## config.mk

```make
export PLATFORM = sky130hd
export DESIGN_NAME = rsi_div_cell
export DESIGN_NICKNAME = d
export VERILOG_FILES = /design/src/rsi_pkg.sv /design/src/rsi_div_cell.sv
export SDC_FILE = /design/constraint.sdc
export NUM_CORES = 1
export LEC_CHECK = 0
export BUFFER_PORTS_ARGS = -buffer_cell sky130_fd_sc_hd__buf_2
export CORE_MARGIN = 2
export CORE_UTILIZATION = 42
export CTS_CLUSTER_SIZE = 40
export DETAILED_ROUTE_END_ITERATION = 10
export PLACE_DENSITY = 0.75
export SLEW_MARGIN = 10
export SYNTH_ARGS = -nofsm -noshare
export SYNTH_HDL_FRONTEND = slang
export SYNTH_SLANG_ARGS = --single-unit
```

## constraint.sdc

```tcl
create_clock -name clk_i -period 0.85 [get_ports clk_i]
set_clock_uncertainty 0.05 [all_clocks]
set_input_delay 0.2125 -clock clk_i [delete_from_list [all_inputs] [get_ports clk_i]]
set_output_delay 0.2125 -clock clk_i [all_outputs]
set_load 0.02 [all_outputs]
```

## src/rsi_pkg.sv

```systemverilog
// Shared constants and types for the ray / sphere intersection unit.
// No dependencies; every other file of the block but rsi_sqrt_cell refers to this package.
package rsi_pkg;

  // Default coordinate width and fraction bits of the fixed-point format.
  localparam int unsigned CoordWidthDef = 32;
  localparam int unsigned FracBitsDef   = 16;

  // Width of the distance field and its saturation value.
  localparam int unsigned DistW = 31;
  localparam logic [DistW-1:0] DistMax = '1;

  // Configuration register indexes.
  localparam int unsigned CfgIdxW = 2;
  typedef enum logic [CfgIdxW-1:0] {
    RegCenterX = 2'd0,
    RegCenterY = 2'd1,
    RegCenterZ = 2'd2,
    RegRadius  = 2'd3
  } cfg_reg_e;

endpackage

```

## src/rsi_div_cell.sv

```systemverilog
// One cell of the restoring divider chain: settles one quotient bit.
// Depends on rsi_pkg for the quotient width.
module rsi_div_cell #(
  parameter int unsigned RemW  = 8,
  parameter int unsigned DenW  = 8,
  parameter int unsigned Shift = 0
) (
  input  logic                    clk_i,
  input  logic                    rst_ni,
  input  logic                    en_i,
  input  logic                    valid_i,
  input  logic                    miss_i,
  input  logic [RemW-1:0]         rem_i,
  input  logic [DenW-1:0]         den_i,
  input  logic [rsi_pkg::DistW:0] quo_i,
  output logic                    valid_o,
  output logic                    miss_o,
  output logic [RemW-1:0]         rem_o,
  output logic [DenW-1:0]         den_o,
  output logic [rsi_pkg::DistW:0] quo_o
);

  localparam int unsigned DV = ((RemW > DenW + Shift) ? RemW : DenW + Shift) + 1;

  logic [DV-1:0]              den_sh;
  logic                       take;
  logic [DV-1:0]              diff;
  logic [rsi_pkg::DistW:0]    quo_d;

  // Compare the remainder with the shifted divisor and subtract on a fit.
  always_comb begin
    den_sh       = DV'(den_i) << Shift;
    take         = DV'(rem_i) >= den_sh;
    diff         = DV'(rem_i) - den_sh;
    quo_d        = quo_i;
    quo_d[Shift] = take;
  end

  always_ff @(posedge clk_i) begin
    if (en_i) begin
      rem_o  <= take ? diff[RemW-1:0] : rem_i;
      den_o  <= den_i;
      quo_o  <= quo_d;
      miss_o <= miss_i;
    end
  end

  always_ff @(posedge clk_i or negedge rst_ni) begin
    if (!rst_ni) begin
      valid_o <= 1'b0;
    end else if (en_i) begin
      valid_o <= valid_i;
    end
  end

endmodule

```

# == After elaboration in Yosys (flattened, before gate mapping) ==
# Index checks and enable logic that the tools add are counted.
# totals
inputBits,53
regBits,50
out_inout_bits,50
wordCells,8
# classes
n_mux,1
add_sub_neg,1
magnitude_cmp,1
# ops
cell,n
8-bit >= comparator,1
8-bit 2-to-1 mux,1
8-bit subtractor,1

# == Logic depth before layout (Yosys ltp) ==
# depth
ltp_word,2
mapped_depth,8
mapped_depth_nobuf,8

# == Worst setup path after synthesis ==
# Ideal clock, no wire load.
# synth_timing
path_kind,input to register
from,input rem_i[0]
to,"register rem_o[2], data pin"
t_arrival_ns,1.768
setup_slack_ns,-1.227
path_stages,8
setup_ns,0.260
path_buffers,0
required_ns,0.540
cell_sequence,inv_1 -> ha_1 -> fa_1 -> nand2b_1 -> o2bb2ai_2 -> a21oi_2 -> a211oi_4 -> mux2_2
# synth_between
elab_chain_len,2
word_cells_on_any_way,3
classes_between,1 x add/sub; 1 x order compare; 1 x mux
# synth_rtl
item,line,text
"start, declared",rsi_div_cell.sv:13,"input logic [RemW-1:0] rem_i,"
8-bit subtractor / 8-bit >= comparator (equally long branches),"rsi_div_cell.sv:34, rsi_div_cell.sv:33",
8-bit 2-to-1 mux (*),rsi_div_cell.sv:41,rem_o <= take ? diff[RemW-1:0] : rem_i;
"end signal, assigned",rsi_div_cell.sv:41,
"end, declared",rsi_div_cell.sv:18,"output logic [RemW-1:0] rem_o,"
# Every way passes the cells marked *; elsewhere a longest branch is shown, timed or not.
# A chain may end at the register's enable or synchronous reset.

# == Worst setup path after layout ==
# layout_timing
from,input rem_i[0]
to,"register rem_o[7], data pin"
# The elaborated chain is that of the path after synthesis.

==> results.json <==
{
  "min_from": "quo_i[17]",
  "crit_type": "in2reg",
  "status": "complete, but fails checks",
  "final-seq-area_sq_um": 1498,
  "stdcell_count": 332,
  "p_per_area_nw_per_um2": 1851,
  "drive_gt1_frac": 0.6189,
  "io_pins": 103,
  "cp_slowest_stage_delay_ns": 0.33,
  "diodes": 0,
  "clockBufferDepth": 2,
  "post_synth.cell_area_avg_sq_um": 16.93,
  "place_ws_ns": -1.337,
  "synth_seq_cells": 50,
  "cts_tree": "built",
  "drt_wl_total_microns": 4954,
  "rr_worst_depth": 1,
  "reg2reg_to": "valid_o",
  "cts_root_buffer": "clkbuf_8",
  "synthCells": 121,
  "syn_to_final_growth_pct": 64.94,
  "timing.fmax_mhz": 554.6,
  "violations": "setup timing",
  "die_h_microns": 73.84,
  "synth_area_leader_cell": "edfxtp_1",
  "nets": 326,
  "initial_core_util": 0.4336,
  "multiInputGateArea_sq_um": 556.8,
  "drcViolationCount": 0,
  "switchingPower_uw": 1562,
  "core_area_sq_um": 4723,
  "clk_latency_ns": 0.29,
  "gp_congestion": 0.9255,
  "r2r_start": "valid_o",
  "grt_max_degree": 29,
  "rsz0062_at_grt": "true",
  "ant_nets": 0,
  "swShare": 0.2498,
  "p_int_uw": 4691,
  "p_seq_frac": 0.489,
  "synthFlopType": "edfxtp_1",
  "synth_top_cells_by_area": "edfxtp_1 72%, ha_1 4.9%, mux2_2 3.8%, inv_1 2.4%, mux2i_1 1.5%",
  "yosys_warnings": 0,
  "yosysTopAreaCellShare": 0.7184,
  "dp_hpwl_microns": 3434,
  "dpl.cell_count": 316,
  "grt_antenna_before_repair": 0,
  "finalSetupViolations": 59,
  "ys_seq_area_frac": 0.7306,
  "power_leakage_uw": 0.001510,
  "min_path_cells": 1,
  "place.port_buffers": 101,
  "grt-ovfl-total": 0,
  "synthArstFlopShare": 0.02000,
  "die_x_microns": 73.84,
  "synth_edf_count": 49,
  "fill_cells": 327,
  "yosysMostFrequentCell": "edfxtp_1",
  "die-area_sq_um": 5452,
  "final_hold_viol_count": 0,
  "cp.required_ns": 0.84,
  "clk_pin_slew_ns": 0.09,
  "final_max_slew_viol_count": 0,
  "hold_path_class": "in2reg",
  "clock_power_share": 0.256,
  "worst_slew_pin_slew_ns": 0.3934,
  "setup.worst_path.start": "rem_i[0]",
  "cts_max_level": 2,
  "min_to": "quo_o[17]",
  "yosys-top-cells-count": "49 x edfxtp_1, 13 x inv_1, 8 x ha_1",
  "rows": 25,
  "viasPerCell": 4.705,
  "irDropWorstVdd_uv": 896.7,
  "crit_fanout": 4,
  "grt_pass1_wl_microns": 6437,
  "wl_per_cell_microns": 14.92,
  "endpoint_kind": "register",
  "period_minus_slack_ns": 1.803,
  "crit_arrival_ns": 1.80,
  "finalSetupTns_ns": -20.34,
  "drtIter0Drc": 78,
  "design_power_total_uw": 6254,
  "cpMaxStageDelayCell": "fa_2",
  "cp_cell_sequence": "buf_8 -> inv_12 -> ha_4 -> fa_2 -> nand2b_4 -> o2bb2ai_4 -> a21oi_2 -> a211oi_4 -> buf_6 -> mux2_4",
  "synthDistinctLibCells": 33,
  "grt_util_all_layers": 0.1605,
  "fin_crit_sh": 2.121,
  "critPathLaunchType": "input port",
  "syn_area_sq_um": 2048,
  "num_vias": 1562,
  "combPwrFrac": 0.255,
  "numCtsBuffers": 5,
  "slew_headroom": 0.7310,
  "dr.pass1.iters": 4,
  "synth_nets": 183,
  "grt_pass1_vias": 1392,
  "regToRegSetupSlack_ns": 0,
  "max_cap_violations": 0,
  "cts_sinks": 50,
  "fin_ws_ns": -0.9530
}
-- final cells by class --
| class | count | area share |
|---|---|---|
| multi-input combinational | 55 | 0.1648 |
| inverter | 13 | 0.01815 |
| clock buffer | 6 | 0.02148 |
| sequential | 50 | 0.4433 |
| timing repair buffer | 139 | 0.3163 |
| tap | 67 | 0.02481 |
| clock inverter | 2 | 0.01111 |
-- state kept, by name (all words and copies together) (netlist names) --
signal and count:
quo_o 32, den_o 8, rem_o 8, miss_o 1, valid_o 1
-- critical path, delay by kind of cell --
family | cells | cell delay (ns)
mux | 1 | 0.29
compound gates | 3 | 0.40
simple gates | 1 | 0.15
fa+ha+maj | 2 | 0.48
buf+inv | 3 | 0.26
-- worst max path at each step --
| stage | cells past startpoint | slack (ns) | endpoint |
|---|---|---|---|
| 2_1_floorplan | 8 | -1.14 | rem_o[5] |
| 3_3_place_gp | 9 | -1.29 | rem_o[6] |
| 3_5_place_dp | 9 | -1.34 | rem_o[7] |
| 4_1_cts | 10 | -0.94 | rem_o[7] |
| 5_1_grt | 10 | -0.99 | rem_o[7] |
| 6_report | 10 | -0.95 | rem_o[7] |
-- power groups by stage --
stage	clock network, uW	logic (uW)	registers (uW)
after floorplan	0	435	3370
after global placement	0	1320	3060
after detailed placement	0	1330	3070
after CTS	1620	1440	3020
after global routing	1710	1700	3080
final	1600	1600	3060
-- layer usage --
layer / vias up / wire, microns / GRT usage
met5: - / 0 / 0
met4: 0 / 27 / 0.05455
met3: 2 / 351 / 0.05761
met2: 78 / 2586 / 0.2728
met1: 744 / 1990 / 0.1874
li1: 738 / - / -
-- cell usage in the layout, fill, tap and decap left out, types with 2 or more instances in the layout --
cell type and instances:
buf_2 64, edfxtp_1 49, buf_6 40, buf_4 31
inv_1 10, mux2_4 6, ha_1 6, nor2_1 5
clkbuf_8 5, mux2i_1 3, xnor2_1 3, inv_2 2
a21oi_2 2, nand2_1 2, nand4_1 2, nand2b_1 2
nand3b_1 2, o21a_1 2, ha_4 2, buf_12 2
-- stage by stage --
stage / hold slack (ns) / utilization / instance area, sq um
6_report: 0.04161 / 0.7152 / 3378
5_1_grt: 0.02562 / 0.7152 / 3378
4_1_cts: 0.03156 / 0.6739 / 3183
3_5_place_dp: -0.05651 / 0.6257 / 2955
3_3_place_gp: -0.06292 / 0.6257 / 2955
2_1_floorplan: -0.1331 / - / 2136
-- logic make-up after synthesis --
logic type,Yosys count,share of synthesized area
buf+inv,16,0.03360
flops,50,0.7306
compound gates,15,0.06353
fa+ha+maj,9,0.05865
simple gates,17,0.04337
mux,10,0.05315
xor+xnor,4,0.01711
-- what timing repair did --
action | 4_1_cts | 5_1_grt
pin swaps | 4 | 0
setup buffers | 4 | 3
hold endpoints to repair | 1 | 0
setup endpoints to repair | 59 | 60
hold buffers | 1 | 0
cloned | 0 | 0
gates resized for setup | 24 | 55
No activity file was read; power rests on OpenSTA's default activity.
