[src/rsi_sqrt_cell.sv]
// One cell of the square root chain: settles one root bit per cell.
// No package dependency; instantiated in a row by the top level.
module rsi_sqrt_cell #(
  parameter int unsigned XW    = 8,
  parameter int unsigned Shift = 0,
  parameter int unsigned PayW  = 1
) (
  input  logic            clk_i,
  input  logic            rst_ni,
  input  logic            en_i,
  input  logic            valid_i,
  input  logic [XW-1:0]   rem_i,
  input  logic [XW-1:0]   res_i,
  input  logic [PayW-1:0] pay_i,
  output logic            valid_o,
  output logic [XW-1:0]   rem_o,
  output logic [XW-1:0]   res_o,
  output logic [PayW-1:0] pay_o
);

  localparam logic [XW:0] TrialBit = (XW+1)'(1) << Shift;

  logic [XW:0]   trial;
  logic          take;
  logic [XW-1:0] rem_d;
  logic [XW-1:0] res_d;

  // Subtract the trial square when it fits and set this root bit.
  always_comb begin
    trial = {1'b0, res_i} + TrialBit;
    take  = {1'b0, rem_i} >= trial;
    rem_d = take ? rem_i - trial[XW-1:0] : rem_i;
    res_d = take ? (res_i >> 1) + TrialBit[XW-1:0] : (res_i >> 1);
  end

  always_ff @(posedge clk_i) begin
    if (en_i) begin
      rem_o <= rem_d;
      res_o <= res_d;
      pay_o <= pay_i;
    end
  end

  always_ff @(posedge clk_i or negedge rst_ni) begin
    if (!rst_ni) begin
      valid_o <= 1'b0;
    end else if (en_i) begin
      valid_o <= valid_i;
    end
  end

endmodule

[config.mk]
export PLATFORM = sky130hd
export DESIGN_NAME = rsi_sqrt_cell
export DESIGN_NICKNAME = d
export VERILOG_FILES = /design/src/rsi_sqrt_cell.sv
export SDC_FILE = /design/constraint.sdc
export NUM_CORES = 1
export LEC_CHECK = 0
export BUFFER_PORTS_ARGS = -buffer_cell sky130_fd_sc_hd__buf_2
export CORE_MARGIN = 2
export CORE_UTILIZATION = 35
export DETAILED_ROUTE_END_ITERATION = 7
export GPL_TIMING_DRIVEN = 0
export HOLD_SLACK_MARGIN = 0.1
export REMOVE_ABC_BUFFERS = 1
export SLEW_MARGIN = 20
export SYNTH_ARGS = -nofsm -noshare
export SYNTH_HDL_FRONTEND = slang
export SYNTH_SLANG_ARGS = --single-unit
[constraint.sdc]
create_clock -name clk_i -period 1.1 [get_ports clk_i]
set_clock_uncertainty 0.05 [all_clocks]
set_input_delay 0 -clock clk_i [delete_from_list [all_inputs] [get_ports clk_i]]
set_output_delay 0 -clock clk_i [all_outputs]
set_load 0.01 [all_outputs]
======== After elaboration in Yosys (flattened, before gate mapping) ========
Cells that the tools add are included.
word-level totals
  flip-flop bits (word level) ............. 18
  latch bits .............................. 0
  memory bits (writable) .................. 0
  ROM bits ................................ 0
  input port bits ......................... 21
  output and inout port bits .............. 18
  logic and storage cells ................. 11
  memories kept ........................... 0
cells by class
  add/subtract/negate cells ............... 3
  multiply operators ...................... 0
  divide/modulo/power cells ............... 0
  magnitude comparators ................... 1
  eq/ne operators ......................... 0
  shift-type cells ........................ 0
  muxes and demuxes ....................... 2
  bitwise operators ....................... 0
  reduce and logical (&&, ||, !) cells .... 0
operators by type and width
  kind                   count
  $add A8 B1 Y9 const B  1
  $ge A8 B9 Y1           1
  $add A7 B1 Y8 const B  1
  $mux W8                1
  $sub A8 B8 Y8          1
  $mux W7                1

======== Depth between registers and ports, before layout ========
  word-level depth ........................ 3
  depth in mapped cells ................... 10
  gate-level depth less buffers ........... 9

======== Worst setup path before layout ========
No wires, ideal clock.
  path type ............................... input port to flip-flop
  from .................................... in res_i[3]
  to ...................................... reg rem_o[1], data pin
  library setup time ...................... 260 ps
  arrival ................................. 2001 ps
  data required time ...................... 790 ps
  setup slack ............................. -1211 ps
  stages .................................. 10
  path buffers ............................ 1
  cell sequence ........................... buf_6 -> and4_4 -> nand2_1 -> xor2_1 -> ha_1 -> nand2_1 -> o21ai_0 -> o21ai_4 -> a21oi_4 -> mux2_2
between the ends
  longest elaborated chain between the ends .. 3
ends and longest elaborated chain
  element               line  RTL
  from (decl)           13    input logic [XW-1:0] res_i,
  $add A8 B1 Y9         30    trial = {1'b0, res_i} + TrialBit;
  $ge A8 B9 Y1          31    take = {1'b0, rem_i} >= trial;
  $mux W8               32    rem_d = take ? rem_i - trial[XW-1:0] : rem_i;
  net rem_d[1]          25    logic [XW-1:0] rem_d;
  to (signal assigned)  38    rem_o <= rem_d;
  to (decl)             16    output logic [XW-1:0] rem_o,
The timed path passes the listed nets, and every way through them passes these cells.
A chain may end at the register's enable or synchronous reset.

======== Worst setup path in the final report ========
  from .................................... in res_i[2]
  to ...................................... reg rem_o[5], data pin
between the ends
  longest elaborated chain between the ends .. 3
  elaborated cells between the ends (all ways) .. 4
  those cells by class .................... 2 x add/sub; 1 x order compare; 1 x mux
ends and longest elaborated chain
  element                                               line
  $add A8 B1 Y9 *                                       30
  $sub A8 B8 Y8 / $ge A8 B9 Y1 (equally long branches)  32, 31
  $mux W8 *                                             32
  net rem_d[5]                                          25
Mark *: on every way through the listed nets, which the timed path passes. The rest lies on a longest branch.

==> results.toml <==
[run_status]
status = "finished with violations"
violations = "setup timing"

[final_layout]
insertedDiodeCount = 0
num-nets-final = 232
area_growth_pct = 71.0
fillers = 267
drive_above_1_share = 0.553
fin_cells = 247

[synth]
netlist_area_mm2 = 0.00136
netlist_instances = 117
synth-seq-cells = 18
ys_seq_area_frac = 0.394
avgSynthCellArea_um2 = 11.6
synthDistinctLibCells = 33
ys_warn_count = 0

[critical_path]
critPathMaxFanout = 5
critPathArrivalTime_ps = 1960
rr_worst_depth = 1
path_class = "input pin to flop"
max_stage_delay_ps = 340
path_cells = "buf_8, ha_4, nand4_1, xor2_1, ha_1, nand2_2, nor3_4, nor2_4, a21oi_4, mux2_4"
crit_path_end_kind = "flop"
rr_endpoint = "valid_o$_DFFE_PN0P_"
reg2reg_slack_ps = 310
r2r-start = "valid_o$_DFFE_PN0P_"
startpoint_type = "input pin"
crit_slowest_cell = "mux2_4"
cp.required_ps = 1040

[timing]
worst_slew_pin_slew_ps = 388
finalWorstSetupSlack_ps = -916
hold_viol_final = 0
fin_crit_ps = 2020
slew_headroom = 0.741
period_share = 1.83
slew_viol_final = 0
setup_violations = 16
max_freq_mhz = 496
rsz0062_at_grt = "true"

[placed_design]
gp_congestion = 0.829
numPortBuffers = 38
dpl.cell_count = 202
hpwlAfterDp_um = 2160

[die]
core_area_mm2 = 0.00369
die_w_um = 66.3
rows = 22
io_pins = 39
die_h_um = 66.3
dieArea_mm2 = 0.00439
start_util = 0.368

[drt]
avgRoutedWirePerCell_um = 15.7
ant_nets = 0
vias = 1236
dr.pass1.iters = 4
drtIter0Drc = 104
drt_wl_total_um = 3890
via_per_inst = 5.00
route.detailed.drc = 0

[cts]
clock-root-buffer = "clkbuf_8"
clock-sinks = 18
cts_buffers = 3
clk-insertion-delay-late_ps = 240
cts_tree = "yes"
htree_levels = 1
clk_pin_slew_ps = 60
max-clock-path-buffers = 2

[pwr]
p_leak_nw = 0.954
power.total_w = 0.00248
power.density_mw_per_mm2 = 1070
ir_drop_v = 0.000389

[job]
cap_violations = 0

[global_routing]
grt_pass1_wl_um = 5500
grt_pass1_vias = 1170
overflow = 0
grt_usage = 0.167
grt_max_degree = 19
antenna_found_initial = 0

[worst_hold_path]
min_from = "res_i[7]"
worstHoldEndpoint = "res_o[7]$_SDFFCE_PN0P_"
holdCritPathClass = "input pin to flop"
min_path_cells = 3
[registers in the layout (all words and copies together), names as in the netlist]
| register | cells |
|---|---|
| res_o | 8 |
| pay_o | 1 |
| rem_o | 8 |
| valid_o | 1 |
[where the power goes]
| part | leakage [nW] | internal, W | switching [W] | total, W |
|---|---|---|---|---|
| Sequential | 0.178 | 0.000852 | 0.0000165 | 0.000869 |
| Clock | 0.0228 | 0.000257 | 0.000198 | 0.000455 |
| Combinational | 0.754 | 0.000620 | 0.000540 | 0.00116 |
| Total | 0.954 | 0.00173 | 0.000754 | 0.00248 |
[worst max path at each step]
stage / from / to / slack, ps / cells past startpoint
6_report: res_i[2] / rem_o[5]$_DFFE_PP_ / -920 / 10
3_5_place_dp: res_i[0] / rem_o[5]$_DFFE_PP_ / -1740 / 10
4_1_cts: res_i[2] / rem_o[5]$_DFFE_PP_ / -890 / 10
2_1_floorplan: res_i[1] / rem_o[1]$_DFFE_PP_ / -1160 / 9
5_1_grt: res_i[1] / rem_o[5]$_DFFE_PP_ / -960 / 10
3_3_place_gp: res_i[0] / rem_o[5]$_DFFE_PP_ / -1740 / 10
[Yosys cell counts]
cell	n	area (µm²)
o22a_1	1	8.76
nor3b_1	1	7.51
buf_6	1	11.3
xor2_1	11	96.3
or4b_2	1	10.0
a2111oi_4	2	55.1
nor2b_1	3	18.8
a211oi_1	3	22.5
edfxtp_1	17	510
a21oi_1	5	25.0
mux2_2	7	78.8
o21bai_4	1	18.8
dfrtp_1	1	25.0
o21ai_0	3	15.0
o21a_1	1	7.51
nand3_1	4	20.0
nand2_1	11	41.3
o2111ai_1	1	8.76
nor3_1	1	5.00
xnor2_1	4	35.0
nor2b_4	1	13.8
mux2_1	1	11.3
inv_1	9	33.8
nor2_1	7	26.3
and4_4	2	22.5
o211ai_1	1	7.51
o21ai_4	1	16.3
ha_1	10	125
mux2i_1	2	20.0
fa_1	1	20.0
o31a_4	1	17.5
a21oi_4	1	16.3
nand4_1	1	6.26
[logic make-up after synthesis]
family,count (synthesis),share of synthesized area
adder cells (fa/ha/maj),11,0.107
AO/OA/AOI/OAI,21,0.161
multiplexers,10,0.0811
AND/OR/NAND/NOR,32,0.126
flip-flops,18,0.394
buffers and inverters,10,0.0332
XOR/XNOR,15,0.0968
[layout make-up]
class,instances,area (µm²),share of cell area
clock buffers,4,45.0,0.0194
inverters,9,36.3,0.0156
multi-input cells,90,1010,0.433
flip-flops and latches,18,536,0.231
well taps,48,60.1,0.0259
repair buffers,78,638,0.275
[per-layer routing]
layer  vias to the layer above  wire, µm  GRT usage
met2                        32      2110      0.316
met1                       603      1580      0.191
met4                         0        64     0.0740
met5                         -         0          0
li1                        596         -          -
met3                         5       129     0.0102
[stage by stage]
stage                     setup TNS, ps  utilization  worst slack [ps]  hold slack [ps]  instance area, µm²
after detailed placement         -24810        0.433             -1740             -274                1600
after floorplan                  -16480            -             -1160             -346                1350
after CTS                        -13310        0.570              -893              104                2100
final                            -13570        0.629              -916              120                2320
after global routing             -14470        0.629              -965              123                2320
after global placement           -24700        0.433             -1740             -275                1600
[cell usage in the layout (no fill, tap or decap), types with 2 or more instances in the layout]
cell / netlist / final
dlygate4sd3_1: 0 / 14
a2111oi_4: 2 / 2
buf_6: 1 / 8
a21oi_1: 5 / 4
nand2_1: 11 / 9
nand3_1: 4 / 2
buf_4: 0 / 17
buf_2: 0 / 32
nand3_2: 0 / 2
inv_1: 9 / 8
ha_1: 10 / 3
xor2_1: 11 / 10
xnor2_1: 4 / 3
ha_4: 0 / 6
a21oi_4: 1 / 2
buf_12: 0 / 3
nor2_1: 7 / 4
edfxtp_1: 17 / 17
clkbuf_8: 0 / 3
mux2_4: 0 / 7
o21ai_0: 3 / 2
buf_8: 0 / 4
nor2b_1: 3 / 3
a211oi_2: 0 / 2
and4_4: 2 / 2
nor2_4: 0 / 2
[what timing repair did]
action,CTS,global route
pin swaps,19,23
cloned,1,0
buffers inserted,14,12
endpoints found under the setup margin,16,16
hold buffers,14,0
endpoints found under the hold margin,13,0
gates resized for setup,49,19
[worst max-delay path, delay by kind of cell]
family	cells	cell delay [ps]
mux	1	340
buf+inv	1	90
simple gates	4	540
xor+xnor	1	190
fa+ha+maj	2	470
compound gates	1	320
Power figures use the tool's default switching activity.
